==> src/sv/zpsf_pkg.sv <==
`timescale 1ns / 1ps
// ----------------------------------------------------------------------------
// Zero-phase smoothing filter package
// Widths, constants, request types and helper codes shared by the filter.
// ----------------------------------------------------------------------------
package zpsf_pkg;

    localparam int SAMPLE_W   = 16;
    localparam int LEVEL_W    = 15;
    localparam int PASS_W     = 3;
    localparam int MAX_PASSES = 4;
    localparam int LEFT_W     = $clog2(MAX_PASSES + 1);

    localparam logic [LEVEL_W-1:0] LEVEL_TOP = 15'h7FFF;
    localparam logic [PASS_W-1:0]  PASS_RST  = 3'd1;

    // Weighted sum width: 6 * 32767 plus rounding fits in 18 bits
    localparam int SUM_W   = 18;
    localparam int MAGIC_W = 19;
    localparam int PROD_W  = SUM_W + MAGIC_W;

    // Reciprocals for exact floor division of an 18-bit sum
    localparam logic [MAGIC_W-1:0] MAGIC_3 = 19'd349526;
    localparam logic [MAGIC_W-1:0] MAGIC_5 = 19'd419431;
    localparam logic [MAGIC_W-1:0] MAGIC_6 = 19'd349526;
    localparam int SHIFT_3 = 20;
    localparam int SHIFT_5 = 21;
    localparam int SHIFT_6 = 21;

    // Front-to-back queue and output queue
    localparam int Q_DEPTH  = 4;
    localparam int Q_AW     = $clog2(Q_DEPTH);
    localparam int OQ_DEPTH = 2;
    localparam int OQ_AW    = $clog2(OQ_DEPTH);

    typedef enum logic [1:0] {
        DIV_NONE,
        DIV_3,
        DIV_5,
        DIV_6
    } t_div;

    typedef struct packed {
        logic signed [SAMPLE_W-1:0] sample_in;
        logic                       last_in;
    } t_in;

    typedef struct packed {
        logic signed [SAMPLE_W-1:0] sample_out;
        logic                       last_out;
        logic [LEVEL_W-1:0]         max_level;
        logic [LEVEL_W-1:0]         min_level;
    } t_out;

    // Request travelling through the cascade: sample, end flag, passes left
    typedef struct packed {
        logic signed [SAMPLE_W-1:0] sample;
        logic                       last;
        logic [LEFT_W-1:0]          left;
    } t_tok;

    // Operands of one smoothing evaluation
    typedef struct packed {
        logic signed [SAMPLE_W-1:0] c;
        logic signed [SAMPLE_W-1:0] n1;
        logic signed [SAMPLE_W-1:0] n2;
        logic                       h1;
        logic                       h2;
        logic                       byp;
        logic                       last;
        logic [LEFT_W-1:0]          left;
    } t_opnd;

endpackage

==> src/sv/zpsf_smooth.sv <==
`timescale 1ns / 1ps
// ----------------------------------------------------------------------------
// Zero-phase smoothing filter arithmetic unit
// Two-stage pipeline: weighted, rounded sum with divisor choice, then
// division by 3, 5 or 6 through a reciprocal multiply.
// ----------------------------------------------------------------------------
module zpsf_smooth import zpsf_pkg::*; (
    input  logic  i_clk,
    input  logic  i_rst_n,
    input  logic  i_valid,
    output logic  o_ready,
    input  t_opnd i_opnd,
    output logic  o_valid,
    input  logic  i_ready,
    output t_tok  o_tok
);

    logic                       r_v1;
    logic [SUM_W-1:0]           r_sum;
    t_div                       r_div;
    logic signed [SAMPLE_W-1:0] r_c;
    logic                       r_last;
    logic [LEFT_W-1:0]          r_left;
    logic                       r_v2;
    t_tok                       r_tok;

    logic [SUM_W-1:0]           n_sum;
    t_div                       n_div;
    logic [PROD_W-1:0]          prod;
    logic signed [SAMPLE_W-1:0] n_res;
    logic                       s1_rdy;
    logic                       s2_rdy;

    assign s2_rdy  = !r_v2 || i_ready;
    assign s1_rdy  = !r_v1 || s2_rdy;
    assign o_ready = s1_rdy;
    assign o_valid = r_v2;
    assign o_tok   = r_tok;

    // Build the weighted sum; drop neighbours that are absent or markers
    always_comb begin
        n_sum = SUM_W'({i_opnd.c[SAMPLE_W-2:0], 1'b0}) + SUM_W'(i_opnd.c[SAMPLE_W-2:0]);
        n_div = DIV_3;
        if (i_opnd.c[SAMPLE_W-1] || i_opnd.byp) begin
            n_div = DIV_NONE;
        end else if (i_opnd.h1 && !i_opnd.n1[SAMPLE_W-1]) begin
            n_sum = n_sum + SUM_W'({i_opnd.n1[SAMPLE_W-2:0], 1'b0});
            n_div = DIV_5;
            if (i_opnd.h2 && !i_opnd.n2[SAMPLE_W-1]) begin
                n_sum = n_sum + SUM_W'(i_opnd.n2[SAMPLE_W-2:0]);
                n_div = DIV_6;
            end
        end
        // Add half the divisor for rounding
        case (n_div)
            DIV_3:   n_sum = n_sum + SUM_W'(1);
            DIV_5:   n_sum = n_sum + SUM_W'(2);
            DIV_6:   n_sum = n_sum + SUM_W'(3);
            default: n_sum = n_sum;
        endcase
    end

    // Divide by reciprocal multiply; markers and bypassed samples pass as is
    always_comb begin
        prod  = '0;
        n_res = r_c;
        case (r_div)
            DIV_3: begin
                prod  = PROD_W'(r_sum) * PROD_W'(MAGIC_3);
                n_res = SAMPLE_W'(prod[SHIFT_3 +: LEVEL_W]);
            end
            DIV_5: begin
                prod  = PROD_W'(r_sum) * PROD_W'(MAGIC_5);
                n_res = SAMPLE_W'(prod[SHIFT_5 +: LEVEL_W]);
            end
            DIV_6: begin
                prod  = PROD_W'(r_sum) * PROD_W'(MAGIC_6);
                n_res = SAMPLE_W'(prod[SHIFT_6 +: LEVEL_W]);
            end
            default: begin
                prod  = '0;
                n_res = r_c;
            end
        endcase
    end

    // Advance stage valids
    always_ff @(posedge i_clk) begin
        if (!i_rst_n) begin
            r_v1 <= 1'b0;
            r_v2 <= 1'b0;
        end else begin
            if (s1_rdy) begin
                r_v1 <= i_valid;
            end
            if (s2_rdy) begin
                r_v2 <= r_v1;
            end
        end
    end

    // Load stage payloads
    always_ff @(posedge i_clk) begin
        if (s1_rdy && i_valid) begin
            r_sum  <= n_sum;
            r_div  <= n_div;
            r_c    <= i_opnd.c;
            r_last <= i_opnd.last;
            r_left <= i_opnd.left;
        end
        if (s2_rdy && r_v1) begin
            r_tok.sample <= n_res;
            r_tok.last   <= r_last;
            r_tok.left   <= r_left;
        end
    end

endmodule

==> src/sv/zpsf_pass.sv <==
`timescale 1ns / 1ps
// ----------------------------------------------------------------------------
// Zero-phase smoothing filter pass
// One double pass: a causal 3-2-1 filter over the incoming samples, then an
// anti-causal 3-2-1 filter with two samples of lookahead. The request that
// ends a stream flushes the lookahead. Requests with no passes left bypass.
// ----------------------------------------------------------------------------
module zpsf_pass import zpsf_pkg::*; (
    input  logic i_clk,
    input  logic i_rst_n,
    input  logic i_valid,
    output logic o_ready,
    input  t_tok i_tok,
    output logic o_valid,
    input  logic i_ready,
    output t_tok o_tok
);

    // Causal half
    logic signed [SAMPLE_W-1:0] r_p0;
    logic signed [SAMPLE_W-1:0] r_p1;
    logic [1:0]                 r_pf;
    t_opnd                      c_opnd;
    logic                       c_rdy;
    logic                       c_take;

    // Link between halves
    logic                       m_valid;
    logic                       m_ready;
    t_tok                       m_tok;

    // Anti-causal half
    logic signed [SAMPLE_W-1:0] r_w0;
    logic signed [SAMPLE_W-1:0] r_w1;
    logic [1:0]                 r_cnt;
    logic                       r_fl;
    logic signed [SAMPLE_W-1:0] r_f0;
    logic signed [SAMPLE_W-1:0] r_f1;
    logic signed [SAMPLE_W-1:0] r_f2;
    logic [1:0]                 r_fm;
    logic [1:0]                 r_fi;
    logic [LEFT_W-1:0]          r_fleft;

    logic signed [SAMPLE_W-1:0] n_w0;
    logic signed [SAMPLE_W-1:0] n_w1;
    logic [1:0]                 n_cnt;
    logic                       n_fl;
    logic signed [SAMPLE_W-1:0] n_f0;
    logic signed [SAMPLE_W-1:0] n_f1;
    logic signed [SAMPLE_W-1:0] n_f2;
    logic [1:0]                 n_fm;
    logic [1:0]                 n_fi;
    logic [LEFT_W-1:0]          n_fleft;

    t_opnd                      a_opnd;
    logic                       a_valid;
    logic                       a_rdy;

    // Causal operands: current sample and the two before it
    always_comb begin
        c_opnd      = '0;
        c_opnd.c    = i_tok.sample;
        c_opnd.n1   = r_p0;
        c_opnd.n2   = r_p1;
        c_opnd.h1   = (r_pf != 2'd0);
        c_opnd.h2   = (r_pf == 2'd2);
        c_opnd.byp  = (i_tok.left == '0);
        c_opnd.last = i_tok.last;
        c_opnd.left = i_tok.left;
    end

    assign o_ready = c_rdy;
    assign c_take  = i_valid && c_rdy && (i_tok.left != '0);

    zpsf_smooth u_causal (
        .i_clk   (i_clk),
        .i_rst_n (i_rst_n),
        .i_valid (i_valid),
        .o_ready (c_rdy),
        .i_opnd  (c_opnd),
        .o_valid (m_valid),
        .i_ready (m_ready),
        .o_tok   (m_tok)
    );

    // Hold the causal history; drop it at the end of a stream
    always_ff @(posedge i_clk) begin
        if (!i_rst_n) begin
            r_pf <= 2'd0;
        end else if (c_take) begin
            if (i_tok.last) begin
                r_pf <= 2'd0;
            end else if (r_pf != 2'd2) begin
                r_pf <= r_pf + 2'd1;
            end
        end
    end

    always_ff @(posedge i_clk) begin
        if (c_take) begin
            r_p0 <= i_tok.sample;
            r_p1 <= r_p0;
        end
    end

    // Anti-causal control: fill the lookahead, issue, or flush at stream end
    always_comb begin
        n_w0    = r_w0;
        n_w1    = r_w1;
        n_cnt   = r_cnt;
        n_fl    = r_fl;
        n_f0    = r_f0;
        n_f1    = r_f1;
        n_f2    = r_f2;
        n_fm    = r_fm;
        n_fi    = r_fi;
        n_fleft = r_fleft;
        a_valid = 1'b0;
        a_opnd  = '0;
        m_ready = 1'b0;
        if (r_fl) begin
            // Flush: one result a cycle while the anti-causal unit is ready, the last one carries the end flag
            a_valid = 1'b1;
            case (r_fi)
                2'd0:    a_opnd.c = r_f0;
                2'd1:    a_opnd.c = r_f1;
                default: a_opnd.c = r_f2;
            endcase
            a_opnd.n1   = (r_fi == 2'd0) ? r_f1 : r_f2;
            a_opnd.n2   = r_f2;
            a_opnd.h1   = ({1'b0, r_fi} + 3'd1) < {1'b0, r_fm};
            a_opnd.h2   = ({1'b0, r_fi} + 3'd2) < {1'b0, r_fm};
            a_opnd.last = ({1'b0, r_fi} + 3'd1) == {1'b0, r_fm};
            a_opnd.left = r_fleft - LEFT_W'(1);
            if (a_rdy) begin
                if (a_opnd.last) begin
                    n_fl = 1'b0;
                end else begin
                    n_fi = r_fi + 2'd1;
                end
            end
        end else if (m_valid) begin
            if (m_tok.left == '0) begin
                // Pass through untouched
                a_valid     = 1'b1;
                a_opnd.c    = m_tok.sample;
                a_opnd.byp  = 1'b1;
                a_opnd.last = m_tok.last;
                m_ready     = a_rdy;
            end else if (m_tok.last) begin
                // Capture the tail of the stream for the flush
                m_ready = 1'b1;
                n_fl    = 1'b1;
                n_fi    = 2'd0;
                n_fm    = r_cnt + 2'd1;
                n_fleft = m_tok.left;
                n_cnt   = 2'd0;
                case (r_cnt)
                    2'd0: begin
                        n_f0 = m_tok.sample;
                    end
                    2'd1: begin
                        n_f0 = r_w0;
                        n_f1 = m_tok.sample;
                    end
                    default: begin
                        n_f0 = r_w0;
                        n_f1 = r_w1;
                        n_f2 = m_tok.sample;
                    end
                endcase
            end else if (r_cnt == 2'd2) begin
                // Lookahead full: issue the oldest and shift
                a_valid     = 1'b1;
                a_opnd.c    = r_w0;
                a_opnd.n1   = r_w1;
                a_opnd.n2   = m_tok.sample;
                a_opnd.h1   = 1'b1;
                a_opnd.h2   = 1'b1;
                a_opnd.left = m_tok.left - LEFT_W'(1);
                m_ready     = a_rdy;
                if (a_rdy) begin
                    n_w0 = r_w1;
                    n_w1 = m_tok.sample;
                end
            end else begin
                // Still filling the lookahead
                m_ready = 1'b1;
                n_cnt   = r_cnt + 2'd1;
                if (r_cnt == 2'd0) begin
                    n_w0 = m_tok.sample;
                end else begin
                    n_w1 = m_tok.sample;
                end
            end
        end
    end

    always_ff @(posedge i_clk) begin
        if (!i_rst_n) begin
            r_cnt <= 2'd0;
            r_fl  <= 1'b0;
            r_fi  <= 2'd0;
        end else begin
            r_cnt <= n_cnt;
            r_fl  <= n_fl;
            r_fi  <= n_fi;
        end
    end

    always_ff @(posedge i_clk) begin
        r_w0    <= n_w0;
        r_w1    <= n_w1;
        r_f0    <= n_f0;
        r_f1    <= n_f1;
        r_f2    <= n_f2;
        r_fm    <= n_fm;
        r_fleft <= n_fleft;
    end

    zpsf_smooth u_anti (
        .i_clk   (i_clk),
        .i_rst_n (i_rst_n),
        .i_valid (a_valid),
        .o_ready (a_rdy),
        .i_opnd  (a_opnd),
        .o_valid (o_valid),
        .i_ready (i_ready),
        .o_tok   (o_tok)
    );

endmodule

==> config.mk <==
export PLATFORM = sky130hd
export DESIGN_NAME = zpsf_pass
export DESIGN_NICKNAME = d
export VERILOG_FILES = /design/src/sv/zpsf_pkg.sv /design/src/sv/zpsf_smooth.sv /design/src/sv/zpsf_pass.sv
export SDC_FILE = /design/constraint.sdc
export NUM_CORES = 2
export LEC_CHECK = 0
export ABC_CLOCK_PERIOD_IN_PS = 9500
export BUFFER_PORTS_ARGS = -buffer_cell sky130_fd_sc_hd__buf_2
export CORE_AREA = 8 8 355 357
export CTS_BUF_LIST = sky130_fd_sc_hd__clkbuf_16
export CTS_CLUSTER_SIZE = 8
export DETAILED_ROUTE_END_ITERATION = 6
export DIE_AREA = 0 0 363 365
export GPL_TIMING_DRIVEN = 0
export SYNTH_ARGS = -nofsm -noshare
export SYNTH_HDL_FRONTEND = slang
export SYNTH_HIERARCHICAL = 1
export SYNTH_SLANG_ARGS = --single-unit
==> constraint.sdc <==
create_clock -name i_clk -period 9.5 [get_ports i_clk]
set_clock_uncertainty 0.05 [all_clocks]
set_input_delay 0.475 -clock i_clk [delete_from_list [all_inputs] [get_ports i_clk]]
set_output_delay 0.475 -clock i_clk [all_outputs]
set_load 0.005 [all_outputs]
==> summary.md <==
Once routing completed, OpenROAD measured the worst setup slack at 1.66 ns. The worst setup path is of the reg -> reg kind. Headroom to the max-slew limit came out at 16.9%.

The actual transition at the worst max-transition pin was 1.24 ns; the total wire length after detailed routing was 92.8 mm. Post-CTS timing repair inserted 0 buffers for setup. After detailed routing, the number of remaining DRC violations is 0.

The first global-routing pass estimated 149 mm of wire. The global routing usage summed across all routing layers was 14.0%; the count of fill cells added during filler insertion was 12100. The post-route netlist has 7.64% of its cells at a drive strength greater than 1.

Growth of design area from synthesis to finish: 9.35%. The cell with the largest stage delay on the worst path is sky130_fd_sc_hd__a221o_1. Counting every instance in the synthesized netlist gives 3593. The clock net in this run drives a total of 248 sinks. The run gives 128 as the number of rows created at floorplan. The worst setup path is captured at a flop. After detailed routing, the number of vias per cell comes to 4.88. The number of nets handed over by synthesis was 4679. The total number of yosys warnings is 6. Number of failing hold endpoints at the final stage: 0. Max-cap violations in this run came to 0. Routed length per instance: 17.4 um. The global placer's final weighted congestion is 0.897, and the detailed-routing iteration count for the pre-antenna-repair pass is 6. The total count of max-transition violations in the final report came out at 0. Averaged over all synthesized cells, the footprint is 10.3 um^2. The finished cells cover 40500 um^2.

Counting along the longest clock path gives a buffer depth of 3. The primary flip-flop cell chosen by synthesis mapping was sky130_fd_sc_hd__edfxtp_1. The netlist area before placement was 37000 um^2. In the layout the commonest cells are sky130_fd_sc_hd__inv_1, sky130_fd_sc_hd__ha_1, sky130_fd_sc_hd__fa_1, sky130_fd_sc_hd__edfxtp_1, sky130_fd_sc_hd__a21oi_1. Of all flip-flops after synthesis, the portion carrying an async set or reset was 0%. The critical path startpoint category is a flop. The number of buffers created by CTS came out at 38. The post-cts repair resize count is 0. The number of H-tree levels came out at 2. For the cts-stage hold buffer count, the log shows 0. Global routing finished with a remaining overflow of 0. The count of nets left with antenna violations once routing finished came out at 0. For the final cell count without fillers, the log shows 5330. The most common cell after layout, fill and taps aside was sky130_fd_sc_hd__inv_1. 46 I/O pins were placed. The die span in x is 363 um. Library cell appearing most often on the critical path: sky130_fd_sc_hd__ha_1. The flip-flop and latch count after synthesis came out at 248. Summed over all failing endpoints, the final setup total negative slack is 0 ns. The run finished with clean final reports. The maximum cell stage delay along the critical path works out to 0.50 ns.

Data on the critical path arrives at its endpoint at 8.05 ns. The number of antenna diodes in the final layout is 0. The number of I/O port buffers is 45, and the number of distinct library cell variants in the gate-level netlist after synthesis is 114. The number of global-route vias before repair is 27300. Setup repair after global routing left no endpoint under its margin. The part of the Yosys area used for sequential elements is 19.8%, and the cell area after placement is 39400 um^2. Detailed routing inserted a total of 26000 vias.

The tree is rooted in a sky130_fd_sc_hd__clkbuf_16. The number of placed instances, taps included, is 5273. The number of nets in the layout was 4774; the insertion delay of the later-clocked pin in the worst-skew pair was 0.54 ns.

For the total core area, the log shows 121000 um^2. The smallest clock period supported by the final layout is computed as 7.84 ns. The tools report the pre-CTS worst setup slack as 1.80 ns. The largest driver fanout on the critical path came out at 10.

The first routing iteration left 1674 violations. TritonCTS built the clock tree. The number of flops mapped to enable cells by yosys is 237, and the initial cell density of the core is 30.7%.

Clock-pin slew was measured on the worst setup and hold paths at 0.05 ns. The fraction of the cycle the final worst path needs came out at 82.6%. The achievable clock frequency was 0.127 GHz; the HPWL after detailed placement was 78.7 mm. The run gives 132000 um^2 as the area of the die.

The die is 365 um tall. For the pin count of the biggest net entering global routing, the log shows 41. The tools report the data required time of the worst path as 9.71 ns. Number of antenna violations at the first check in global routing: 0. The worst hold-check path type is in -> reg. The tools report the setup violation total in the final timing report as 0.
per-stage QoR:
| step | utilization (%) | hold WS [ns] |
|---|---|---|
| after floorplan | - | 0.350 |
| after global placement | 32.6 | 0.354 |
| after detailed placement | 32.7 | 0.355 |
| after CTS | 33.6 | 0.0547 |
| after global routing | 33.6 | 0.0741 |
| final | 33.6 | 0.0895 |
layer usage:
metal / global-route usage, % / share of wire (%)
met5: 0 / 0
met4: 3.74 / 2.6
met3: 2.40 / 5.6
met2: 22.9 / 45
met1: 19.2 / 46
cell type report:
| class | instances | area, um^2 | area share [%] |
|---|---|---|---|
| multi-input cells | 2531 | 26600 | 65.6 |
| flip-flops and latches | 248 | 7340 | 18.1 |
| inverters | 754 | 2830 | 6.99 |
| well taps | 1625 | 2030 | 5.02 |
| clock buffers | 38 | 951 | 2.35 |
| repair buffers | 55 | 350 | 0.865 |
| plain buffers | 60 | 327 | 0.806 |
| clock inverters | 19 | 101 | 0.250 |
Yosys cell counts, drive strengths merged (53+ instances only):
master | count | area (um^2)
nand2 | 140 | 533
edfxtp | 237 | 7120
inv | 753 | 2830
xor2 | 55 | 482
ha | 635 | 7950
mux2 | 53 | 597
xnor2 | 100 | 883
a21oi | 166 | 846
o21ai | 114 | 589
nor2 | 123 | 474
fa | 427 | 8550
a21o | 53 | 399
critical path, delay by kind of cell (launching register included):
kind / cells / cell delay, ns
adders and majority gates: 5 / 1.53
buffers and inverters: 5 / 0.58
AOI/OAI and AO/OA: 12 / 3.33
xor gates and xnor gates: 2 / 0.47
and+or+nand+nor: 8 / 1.24
DFF: 1 / 0.35
worst paths after layout:
path                    startpoint                 end  slack, ns  cells after the start
setup / recovery          r_cnt[0]    u_anti/r_sum[17]       1.66                     32
hold / removal            i_tok[2]  u_causal/r_left[2]       0.09                      1
setup reg to reg          r_cnt[0]    u_anti/r_sum[17]       1.66                     32
hold reg to reg   u_anti/r_left[0]     u_anti/o_tok[0]       0.37                      0
sequential cells by signal, summed over array words and instances, names as in the netlist, 18 cells and up:
register / cells
u_anti/o_tok: 20
u_causal/o_tok: 20
u_anti/r_sum: 18
u_causal/r_sum: 18
kinds of logic (layout without fill, tap and decap cells):
logic type / count (synthesis) / count (layout) / share of synthesized area (%)
AND/OR/NAND/NOR: 550 / 550 / 7.91
AO/OA/AOI/OAI: 669 / 669 / 12.5
adder cells (fa/ha/maj): 1062 / 1062 / 44.5
XOR/XNOR: 155 / 155 / 3.69
buffers and inverters: 814 / 926 / 8.52
flip-flops: 248 / 248 / 19.8
multiplexers: 95 / 95 / 3.05
Power is left out: the tool's default activity adds up to more than one toggle a clock period on the data nets, which glitch-free logic cannot reach.
